===== src/hw/rtl/alfr_pkg.sv =====
// shared types and constants for the assistance-level frame responder
// no dependencies; imported by every module of the block

package alfr_pkg;

	localparam int NUM_LEVELS = 3;
	localparam int LEVEL_W    = 2;
	localparam int ID_W       = 11;
	localparam int IDX_W      = 3;

	localparam logic [ID_W-1:0] ID_LEVEL = 11'h454;
	localparam logic [ID_W-1:0] ID_SPEED = 11'h201;
	localparam logic [ID_W-1:0] ID_PACK1 = 11'h402;
	localparam logic [ID_W-1:0] ID_PACK2 = 11'h403;

	localparam logic [7:0] BTN_PLUS      = 8'h0A;
	localparam logic [7:0] BTN_MINUS     = 8'h0E;
	localparam logic [7:0] WALK_ON_CODE  = 8'hA5;
	localparam logic [7:0] WALK_OFF_CODE = 8'h5A;

	localparam logic [LEVEL_W-1:0] LEVEL_TOP = 2'd2;

	localparam logic [1:0] PACK_NONE = 2'd0;
	localparam logic [1:0] PACK_ONE  = 2'd1;
	localparam logic [1:0] PACK_TWO  = 2'd2;

	localparam int IN_DATA_W  = 48;
	localparam int OUT_DATA_W = 72;

	typedef enum logic [IDX_W-1:0] {
		REG_LEVEL0_MEAN = 3'd0,
		REG_LEVEL0_MAX  = 3'd1,
		REG_LEVEL1_MEAN = 3'd2,
		REG_LEVEL1_MAX  = 3'd3,
		REG_LEVEL2_MEAN = 3'd4,
		REG_LEVEL2_MAX  = 3'd5,
		REG_INIT_LEVEL  = 3'd6
	} reg_idx_t;

	typedef struct packed {
		logic [ID_W-1:0] frame_id;
		logic [7:0]      byte0;
		logic [7:0]      byte1;
		logic [7:0]      byte4;
		logic [7:0]      byte5;
		logic [7:0]      byte6;
		logic [7:0]      byte7;
	} item_t;

	typedef struct packed {
		logic [NUM_LEVELS-1:0][7:0] mean;
		logic [NUM_LEVELS-1:0][7:0] max;
	} cfg_regs_t;

	typedef struct packed {
		logic               valid;
		logic [LEVEL_W-1:0] level;
	} level_load_t;

	typedef struct packed {
		logic [LEVEL_W-1:0] level;
		logic [7:0]         mean_byte;
		logic [7:0]         limit_byte;
		logic [7:0]         walk_byte;
		logic [1:0]         alive_tone;
		logic [1:0]         change_tone;
		logic               idle_reset;
		logic [1:0]         pack_update;
		logic [7:0]         charge_percent;
		logic [31:0]        charge_mwh;
	} result_t;

endpackage


===== src/hw/rtl/assist_level_frame_responder.sv =====
// top level of the assistance-level frame responder: stream ports, input and
// result registers; depends on alfr_pkg, alfr_cfg and alfr_core
//
//   channel   direction  handshake                 payload
//   s_*       in         s_tvalid / s_tready        tuser frame_id, tdata bytes 0,1,4..7
//   m_*       out        m_tvalid / m_tready        tuser pack_update, tdata status fields
//   cfg_*     in         cfg_valid / cfg_ready      cfg_index, cfg_data
//
// one beat per cycle sustained while m_tready is high; each input beat passes through
// the input register, then decode/update logic into the result register
// arst_n clears both valid flags and the level/transition/walk state, config to defaults
// a stalled result is held while the input register refills; s_tready drops only
// when both registers are full and m_tready is low
// cfg_ready is always high; config is to be written only while the block is idle (the block does not enforce this)

module assist_level_frame_responder
	import alfr_pkg::*;
(
	input  logic                  clk,
	input  logic                  arst_n,
	// input frames
	input  logic                  s_tvalid,
	output logic                  s_tready,
	input  logic [IN_DATA_W-1:0]  s_tdata,   // byte0, byte1, byte4, byte5, byte6, byte7
	input  logic [ID_W-1:0]       s_tuser,   // frame_id
	// status results
	output logic                  m_tvalid,
	input  logic                  m_tready,
	output logic [OUT_DATA_W-1:0] m_tdata,   // level, mean_byte, limit_byte, walk_byte,
	                                         // alive_tone, change_tone, idle_reset,
	                                         // charge_percent, charge_mwh, zero pad
	output logic [1:0]            m_tuser,   // pack_update
	// configuration writes
	input  logic                  cfg_valid,
	output logic                  cfg_ready,
	input  logic [IDX_W-1:0]      cfg_index,
	input  logic [7:0]            cfg_data
);

	logic        valid_s1;
	item_t       item_s1;
	logic        valid_s2;
	result_t     result_s2;
	result_t     result;
	logic        advance;
	cfg_regs_t   regs;
	level_load_t load;

	// item moves from the input register into the result register when the
	// result register is empty or its beat is taken this cycle
	assign advance   = valid_s1 && (!valid_s2 || m_tready);
	assign s_tready  = !valid_s1 || advance;
	assign cfg_ready = 1'b1;

	always_ff @(posedge clk or negedge arst_n) begin
		if (!arst_n) begin
			valid_s1 <= 1'b0;
		end else if (s_tready) begin
			valid_s1 <= s_tvalid;
		end
	end

	// payload only, no reset needed
	always_ff @(posedge clk) begin
		if (s_tvalid && s_tready) begin
			item_s1.frame_id <= s_tuser;
			item_s1.byte0    <= s_tdata[7:0];
			item_s1.byte1    <= s_tdata[15:8];
			item_s1.byte4    <= s_tdata[23:16];
			item_s1.byte5    <= s_tdata[31:24];
			item_s1.byte6    <= s_tdata[39:32];
			item_s1.byte7    <= s_tdata[47:40];
		end
	end

	alfr_cfg u_cfg (
		.clk      (clk),
		.arst_n   (arst_n),
		.wr_en    (cfg_valid && cfg_ready),
		.wr_index (cfg_index),
		.wr_data  (cfg_data),
		.regs     (regs),
		.load     (load)
	);

	alfr_core u_core (
		.clk     (clk),
		.arst_n  (arst_n),
		.advance (advance),
		.item    (item_s1),
		.regs    (regs),
		.load    (load),
		.result  (result)
	);

	// result register doubles as the output skid
	always_ff @(posedge clk or negedge arst_n) begin
		if (!arst_n) begin
			valid_s2 <= 1'b0;
		end else if (advance) begin
			valid_s2 <= 1'b1;
		end else if (m_tready) begin
			valid_s2 <= 1'b0;
		end
	end

	always_ff @(posedge clk) begin
		if (advance) begin
			result_s2 <= result;
		end
	end

	assign m_tvalid = valid_s2;
	assign m_tuser  = result_s2.pack_update;
	assign m_tdata  = {1'b0,
	                   result_s2.charge_mwh,
	                   result_s2.charge_percent,
	                   result_s2.idle_reset,
	                   result_s2.change_tone,
	                   result_s2.alive_tone,
	                   result_s2.walk_byte,
	                   result_s2.limit_byte,
	                   result_s2.mean_byte,
	                   result_s2.level};

endmodule


===== src/hw/rtl/alfr_cfg.sv =====
// configuration register file: level mean/max bytes and the initial level load
// depends on alfr_pkg

module alfr_cfg
	import alfr_pkg::*;
(
	input  logic              clk,
	input  logic              arst_n,
	input  logic              wr_en,
	input  logic [IDX_W-1:0]  wr_index,
	input  logic [7:0]        wr_data,
	output cfg_regs_t         regs,
	output level_load_t       load
);

	cfg_regs_t regs_q;

	always_ff @(posedge clk or negedge arst_n) begin
		if (!arst_n) begin
			regs_q.mean[0] <= 8'd30;
			regs_q.max[0]  <= 8'd35;
			regs_q.mean[1] <= 8'd40;
			regs_q.max[1]  <= 8'd90;
			regs_q.mean[2] <= 8'd95;
			regs_q.max[2]  <= 8'd100;
		end else if (wr_en) begin
			unique case (wr_index)
				REG_LEVEL0_MEAN: regs_q.mean[0] <= wr_data;
				REG_LEVEL0_MAX:  regs_q.max[0]  <= wr_data;
				REG_LEVEL1_MEAN: regs_q.mean[1] <= wr_data;
				REG_LEVEL1_MAX:  regs_q.max[1]  <= wr_data;
				REG_LEVEL2_MEAN: regs_q.mean[2] <= wr_data;
				REG_LEVEL2_MAX:  regs_q.max[2]  <= wr_data;
				default: ;
			endcase
		end
	end

	// initial level goes straight into the level state; code 3 means level 2
	always_comb begin
		load.valid = wr_en && (wr_index == REG_INIT_LEVEL);
		load.level = (wr_data[LEVEL_W-1:0] > LEVEL_TOP) ? LEVEL_TOP : wr_data[LEVEL_W-1:0];
	end

	assign regs = regs_q;

endmodule


===== src/hw/rtl/alfr_core.sv =====
// level, transition and walk state with the per-frame decode and result logic
// depends on alfr_pkg

module alfr_core
	import alfr_pkg::*;
(
	input  logic        clk,
	input  logic        arst_n,
	input  logic        advance,
	input  item_t       item,
	input  cfg_regs_t   regs,
	input  level_load_t load,
	output result_t     result
);

	logic [LEVEL_W-1:0]    level_q, level_d;
	logic                  alive_q, alive_d;
	logic                  trans_q, trans_d;
	logic [7:0]            held_q, held_d;
	logic [NUM_LEVELS-1:0] walk_q, walk_d;
	logic [NUM_LEVELS-1:0] match;
	logic [LEVEL_W-1:0]    match_level;
	logic                  is_level, is_speed, is_pack1, is_pack2, is_button;
	logic [1:0]            alive_tone, change_tone;

	always_comb begin
		is_level  = item.frame_id == ID_LEVEL;
		is_speed  = item.frame_id == ID_SPEED;
		is_pack1  = item.frame_id == ID_PACK1;
		is_pack2  = item.frame_id == ID_PACK2;
		is_button = (item.byte6 == BTN_PLUS) || (item.byte6 == BTN_MINUS);
		for (int i = 0; i < NUM_LEVELS; i++) begin
			match[i] = regs.mean[i] == item.byte4;
		end
		// lowest matching level wins
		if (match[0]) begin
			match_level = 2'd0;
		end else if (match[1]) begin
			match_level = 2'd1;
		end else begin
			match_level = LEVEL_TOP;
		end
	end

	always_comb begin
		level_d     = level_q;
		alive_d     = alive_q;
		trans_d     = trans_q;
		held_d      = held_q;
		walk_d      = walk_q;
		alive_tone  = 2'd0;
		change_tone = 2'd0;
		if (is_level) begin
			if (!alive_q) begin
				alive_d    = 1'b1;
				alive_tone = level_q + 2'd1;
			end
			if (is_button) begin
				if (trans_q) begin
					trans_d     = 1'b0;
					change_tone = level_q + 2'd1;
				end else if (|match) begin
					level_d = match_level;
					trans_d = 1'b1;
					held_d  = item.byte6;
				end
			end
			walk_d[level_d] = item.byte1 == WALK_ON_CODE;
		end
	end

	always_comb begin
		result.level          = level_d;
		result.mean_byte      = regs.mean[level_d];
		result.limit_byte     = trans_d ? held_d : regs.max[level_d];
		result.walk_byte      = walk_d[level_d] ? WALK_ON_CODE : WALK_OFF_CODE;
		result.alive_tone     = alive_tone;
		result.change_tone    = change_tone;
		result.idle_reset     = is_speed && ((item.byte0 != 8'd0) || (item.byte1 != 8'd0));
		result.pack_update    = is_pack1 ? PACK_ONE : (is_pack2 ? PACK_TWO : PACK_NONE);
		result.charge_percent = (is_pack1 || is_pack2) ? item.byte0 : 8'd0;
		result.charge_mwh     = (is_pack1 || is_pack2) ?
			{item.byte7, item.byte6, item.byte5, item.byte4} : 32'd0;
	end

	always_ff @(posedge clk or negedge arst_n) begin
		if (!arst_n) begin
			level_q <= 2'd0;
			alive_q <= 1'b0;
			trans_q <= 1'b0;
			held_q  <= 8'd0;
			walk_q  <= '0;
		end else if (load.valid) begin
			level_q <= load.level;
		end else if (advance) begin
			level_q <= level_d;
			alive_q <= alive_d;
			trans_q <= trans_d;
			held_q  <= held_d;
			walk_q  <= walk_d;
		end
	end

endmodule


===== config.mk =====
export PLATFORM = sky130hd
export DESIGN_NAME = assist_level_frame_responder
export DESIGN_NICKNAME = d
export VERILOG_FILES = /design/src/hw/rtl/alfr_pkg.sv /design/src/hw/rtl/assist_level_frame_responder.sv /design/src/hw/rtl/alfr_cfg.sv /design/src/hw/rtl/alfr_core.sv
export SDC_FILE = /design/constraint.sdc
export NUM_CORES = 1
export LEC_CHECK = 0
export BUFFER_PORTS_ARGS = -buffer_cell sky130_fd_sc_hd__buf_2
export CORE_AREA = 2 2 128 130
export CTS_CLUSTER_DIAMETER = 120
export DETAILED_ROUTE_END_ITERATION = 7
export DIE_AREA = 0 0 130 132
export PLACE_DENSITY_LB_ADDON = 0.3
export SLEW_MARGIN = 20
export SYNTH_ARGS = -nofsm -noshare
export SYNTH_HDL_FRONTEND = slang
export SYNTH_SLANG_ARGS = --single-unit

===== constraint.sdc =====
create_clock -name clk -period 3.3 [get_ports clk]
set_input_delay 0.33 -clock clk [delete_from_list [all_inputs] [get_ports clk]]
set_output_delay 0.33 -clock clk [all_outputs]
set_load 0.01 [all_outputs]

==> flow_summary.yaml <==
outcome:
  status: "finished, final reports clean"
die:
  core_area_um2: 15700
  fp.dieArea_um2: 17200
  start_util_pct: 49.1
  die_h_um: 132
  rows: 46
  num_io_pins: 152
  die_width_um: 130
timing:
  slew_headroom_pct: 39.7
  fmax_ghz: 0.346
  setup_viol: 0
  fin_crit_ns: 2.89
  skew_ns: 0.00748
  holdWs_ns: 0.0700
  worst_slack_ns: 0.414
  fin_tns_setup_ns: 0
  tightest_slew_ns: 0.904
  maxSlewViolCount: 0
  rsz0062_at_grt: "false"
  hold_viol_final: 0
  fin_crit_sh_pct: 87.5
drt:
  first_pass_iters: 4
  wl_um: 15800
  drt_iter0_drc: 203
  antenna_left: 0
  wl_per_cell_um: 18.1
  drc: 0
  vias: 4528
  viasPerCell: 5.19
global_route:
  grt_pass1_vias: 4568
  grt.total_usage_pct: 19.3
  antenna_found_initial: 0
  grt_overflow_total: 0
  grt_pass1_wl_um: 24900
  grt_max_degree: 69
clock_network:
  cts_sinks: 191
  clk_pin_slew_ns: 0.07
  cts_tree: "done"
  cts_root_buffer: "clkbuf_16"
  clockBufferDepth: 2
  post_cts_buffers: 0
  insertion_delay_ns: 0.43
  cts_max_level: 4
  cts_made_buffers: 17
cells_and_area:
  most-common-layout-cells: "buf_2, edfxtp_1, mux2_2"
  final_common_cell: "buf_2"
  fin_util_pct: 59.1
  fin_nets: 719
  num_antenna_cells: 0
  area_growth_pct: 20.3
  layout-drive-gt1-share_pct: 43.8
yosys:
  ys_seq_area_share_pct: 70.4
  synth_area_leaders: "edfxtp_1, dfrtp_1, mux2_2"
  yosys.area.top_type: "edfxtp_1"
  synth_cells: 483
  yosysWarnings: 0
  synth_cell_types: 57
  synth-edff-count: 126
  ys_ff_latch: 191
  syn_nets: 558
  synth_async_sr_flop_share_pct: 34.0
  yosys_most_used_dff: "edfxtp_1"
  synthDominantCellAreaShare_pct: 49.0
  synth.avg_cell_area_um2: 16.0
  synth_area_um2: 7720
worst_setup_path:
  crit_type: "reg -> reg"
  end_kind: "flop"
  crit_path_max_incr_delay_ns: 0.57
  cp_data_arrival_time_ns: 3.19
  cp_max_fo: 13
  crit_chain: "or4b_4, nor4_4, and2b_4, o21ai_2, a22oi_4, buf_4, and2_2, and3_1, a211o_1"
  cp_slowest_cell: "or4b_4"
  cp_data_required_time_ns: 3.60
  start_kind: "flop"
power:
  p_int_mw: 4.45
  combPwrFrac_pct: 15.6
  p_leak_nw: 3.87
  clockPowerShare_pct: 32.9
  power_density_nw_per_um2: 652
  p_sw_share_pct: 26.5
  p_switching_mw: 1.61
  sequentialPowerShare_pct: 51.5
  total_power_mw: 6.06
  vdd_ir_drop_max_v: 0.000402
place:
  dp_slack_ns: 0.405
  hpwl_um: 11300
  place_congestion: 0.833
  io_buffer_count: 149
flow_run:
  cap_violations: 0
worst_hold_path:
  hp-class: "in -> reg"
-- cell families (layout without fill, tap and decap cells) --
| logic type | after synthesis | count (layout) | synth area share (%) |
|---|---|---|---|
| flip-flops | 191 | 191 | 70.4 |
| AND/OR/NAND/NOR | 132 | 132 | 10.6 |
| multiplexers | 70 | 70 | 9.94 |
| AO/OA/AOI/OAI | 38 | 38 | 4.00 |
| XOR/XNOR | 25 | 25 | 2.84 |
| buffers and inverters | 25 | 199 | 2.09 |
| other | 2 | 2 | 0.0973 |
-- stage by stage --
| step | area (µm²) | std cells |
|---|---|---|
| after floorplan | 7720 | 483 |
| after global placement | 8700 | 840 |
| after detailed placement | 8700 | 840 |
| after CTS | 9290 | 873 |
| after global routing | 9290 | 873 |
| final | 9290 | 873 |
-- state kept, by name, indices dropped and copies added, names as in the netlist --
signal,count
u_core.alive_q,1
u_core.walk_q,3
item_s1,59
m_tuser,2
u_core.level_q,2
u_core.trans_q,1
m_tdata,65
m_tvalid,1
u_cfg.regs,48
valid_s1,1
u_core.held_q,8
-- Yosys cell counts, drive strengths merged (2+ instances only) --
| cell type | instances |
|---|---|
| mux2 | 53 |
| a211o | 2 |
| and3 | 5 |
| nor2 | 16 |
| nand2b | 5 |
| nand4 | 6 |
| a21oi | 5 |
| nand2 | 13 |
| o2bb2ai | 8 |
| a221o | 5 |
| edfxtp | 126 |
| xnor2 | 17 |
| dfstp | 22 |
| nor2b | 9 |
| xor2 | 8 |
| nor3 | 5 |
| nor3b | 2 |
| mux2i | 17 |
| and2 | 44 |
| conb | 2 |
| buf | 12 |
| inv | 4 |
| nand4b | 2 |
| nor4b | 2 |
| o21ai | 9 |
| dfrtp | 43 |
| or2 | 3 |
| nor4 | 11 |
| clkbuf | 9 |
| nand3b | 2 |
-- worst max-delay path: cells and delay by family (launching register included) --
kind / cells / cell delay [ns]
buf+inv: 1 / 0.27
simple gates: 5 / 1.71
compound gates: 3 / 0.40
flops: 1 / 0.37
-- per-layer routing --
| metal | wire length [µm] | global-route usage (%) |
|---|---|---|
| met1 | 6590 | 24.9 |
| met2 | 7960 | 31.7 |
| met3 | 803 | 4.22 |
| met4 | 432 | 7.83 |
| met5 | 0 | 0 |
-- power groups by stage --
stage / Combinational, mW / Clock (mW) / Sequential [mW]
2_1_floorplan: 0.614 / 0 / 3.17
3_3_place_gp: 0.908 / 0 / 3.16
3_5_place_dp: 0.948 / 0 / 3.17
4_1_cts: 0.957 / 2.02 / 3.12
5_1_grt: 1.04 / 2.14 / 3.15
6_report: 0.946 / 1.99 / 3.12
-- cell type report --
cell class	instances	area, µm²
clock buffer	17	425
inverter	4	15.0
multi-input combinational	267	2120
fill	1255	6430
clock inverter	15	151
tap	216	270
sequential	191	5440
timing repair buffer	163	866
-- path summary, 6_finish.rpt --
check	start	end	slack, ns	cells after the start
worst min-delay path	s_tuser[9]	item_s1[57]	0.07	1
min in group asynchronous	arst_n	u_cfg.regs[45]	0.52	2
max in group asynchronous	arst_n	u_cfg.regs[18]	2.07	3
worst min register to register	valid_s1	m_tvalid	0.48	1
worst max-delay path	item_s1[8]	m_tdata[11]	0.41	9
worst max register to register	item_s1[8]	m_tdata[11]	0.41	9
-- what timing repair did --
| item | in CTS | in global routing |
|---|---|---|
| hold buffers | 1 | 0 |
| hold endpoints to repair | 18 | 0 |
| resized for setup | 0 | 0 |
| endpoints found under the setup margin | 0 | 0 |
(Power assumes the default switching activity.)
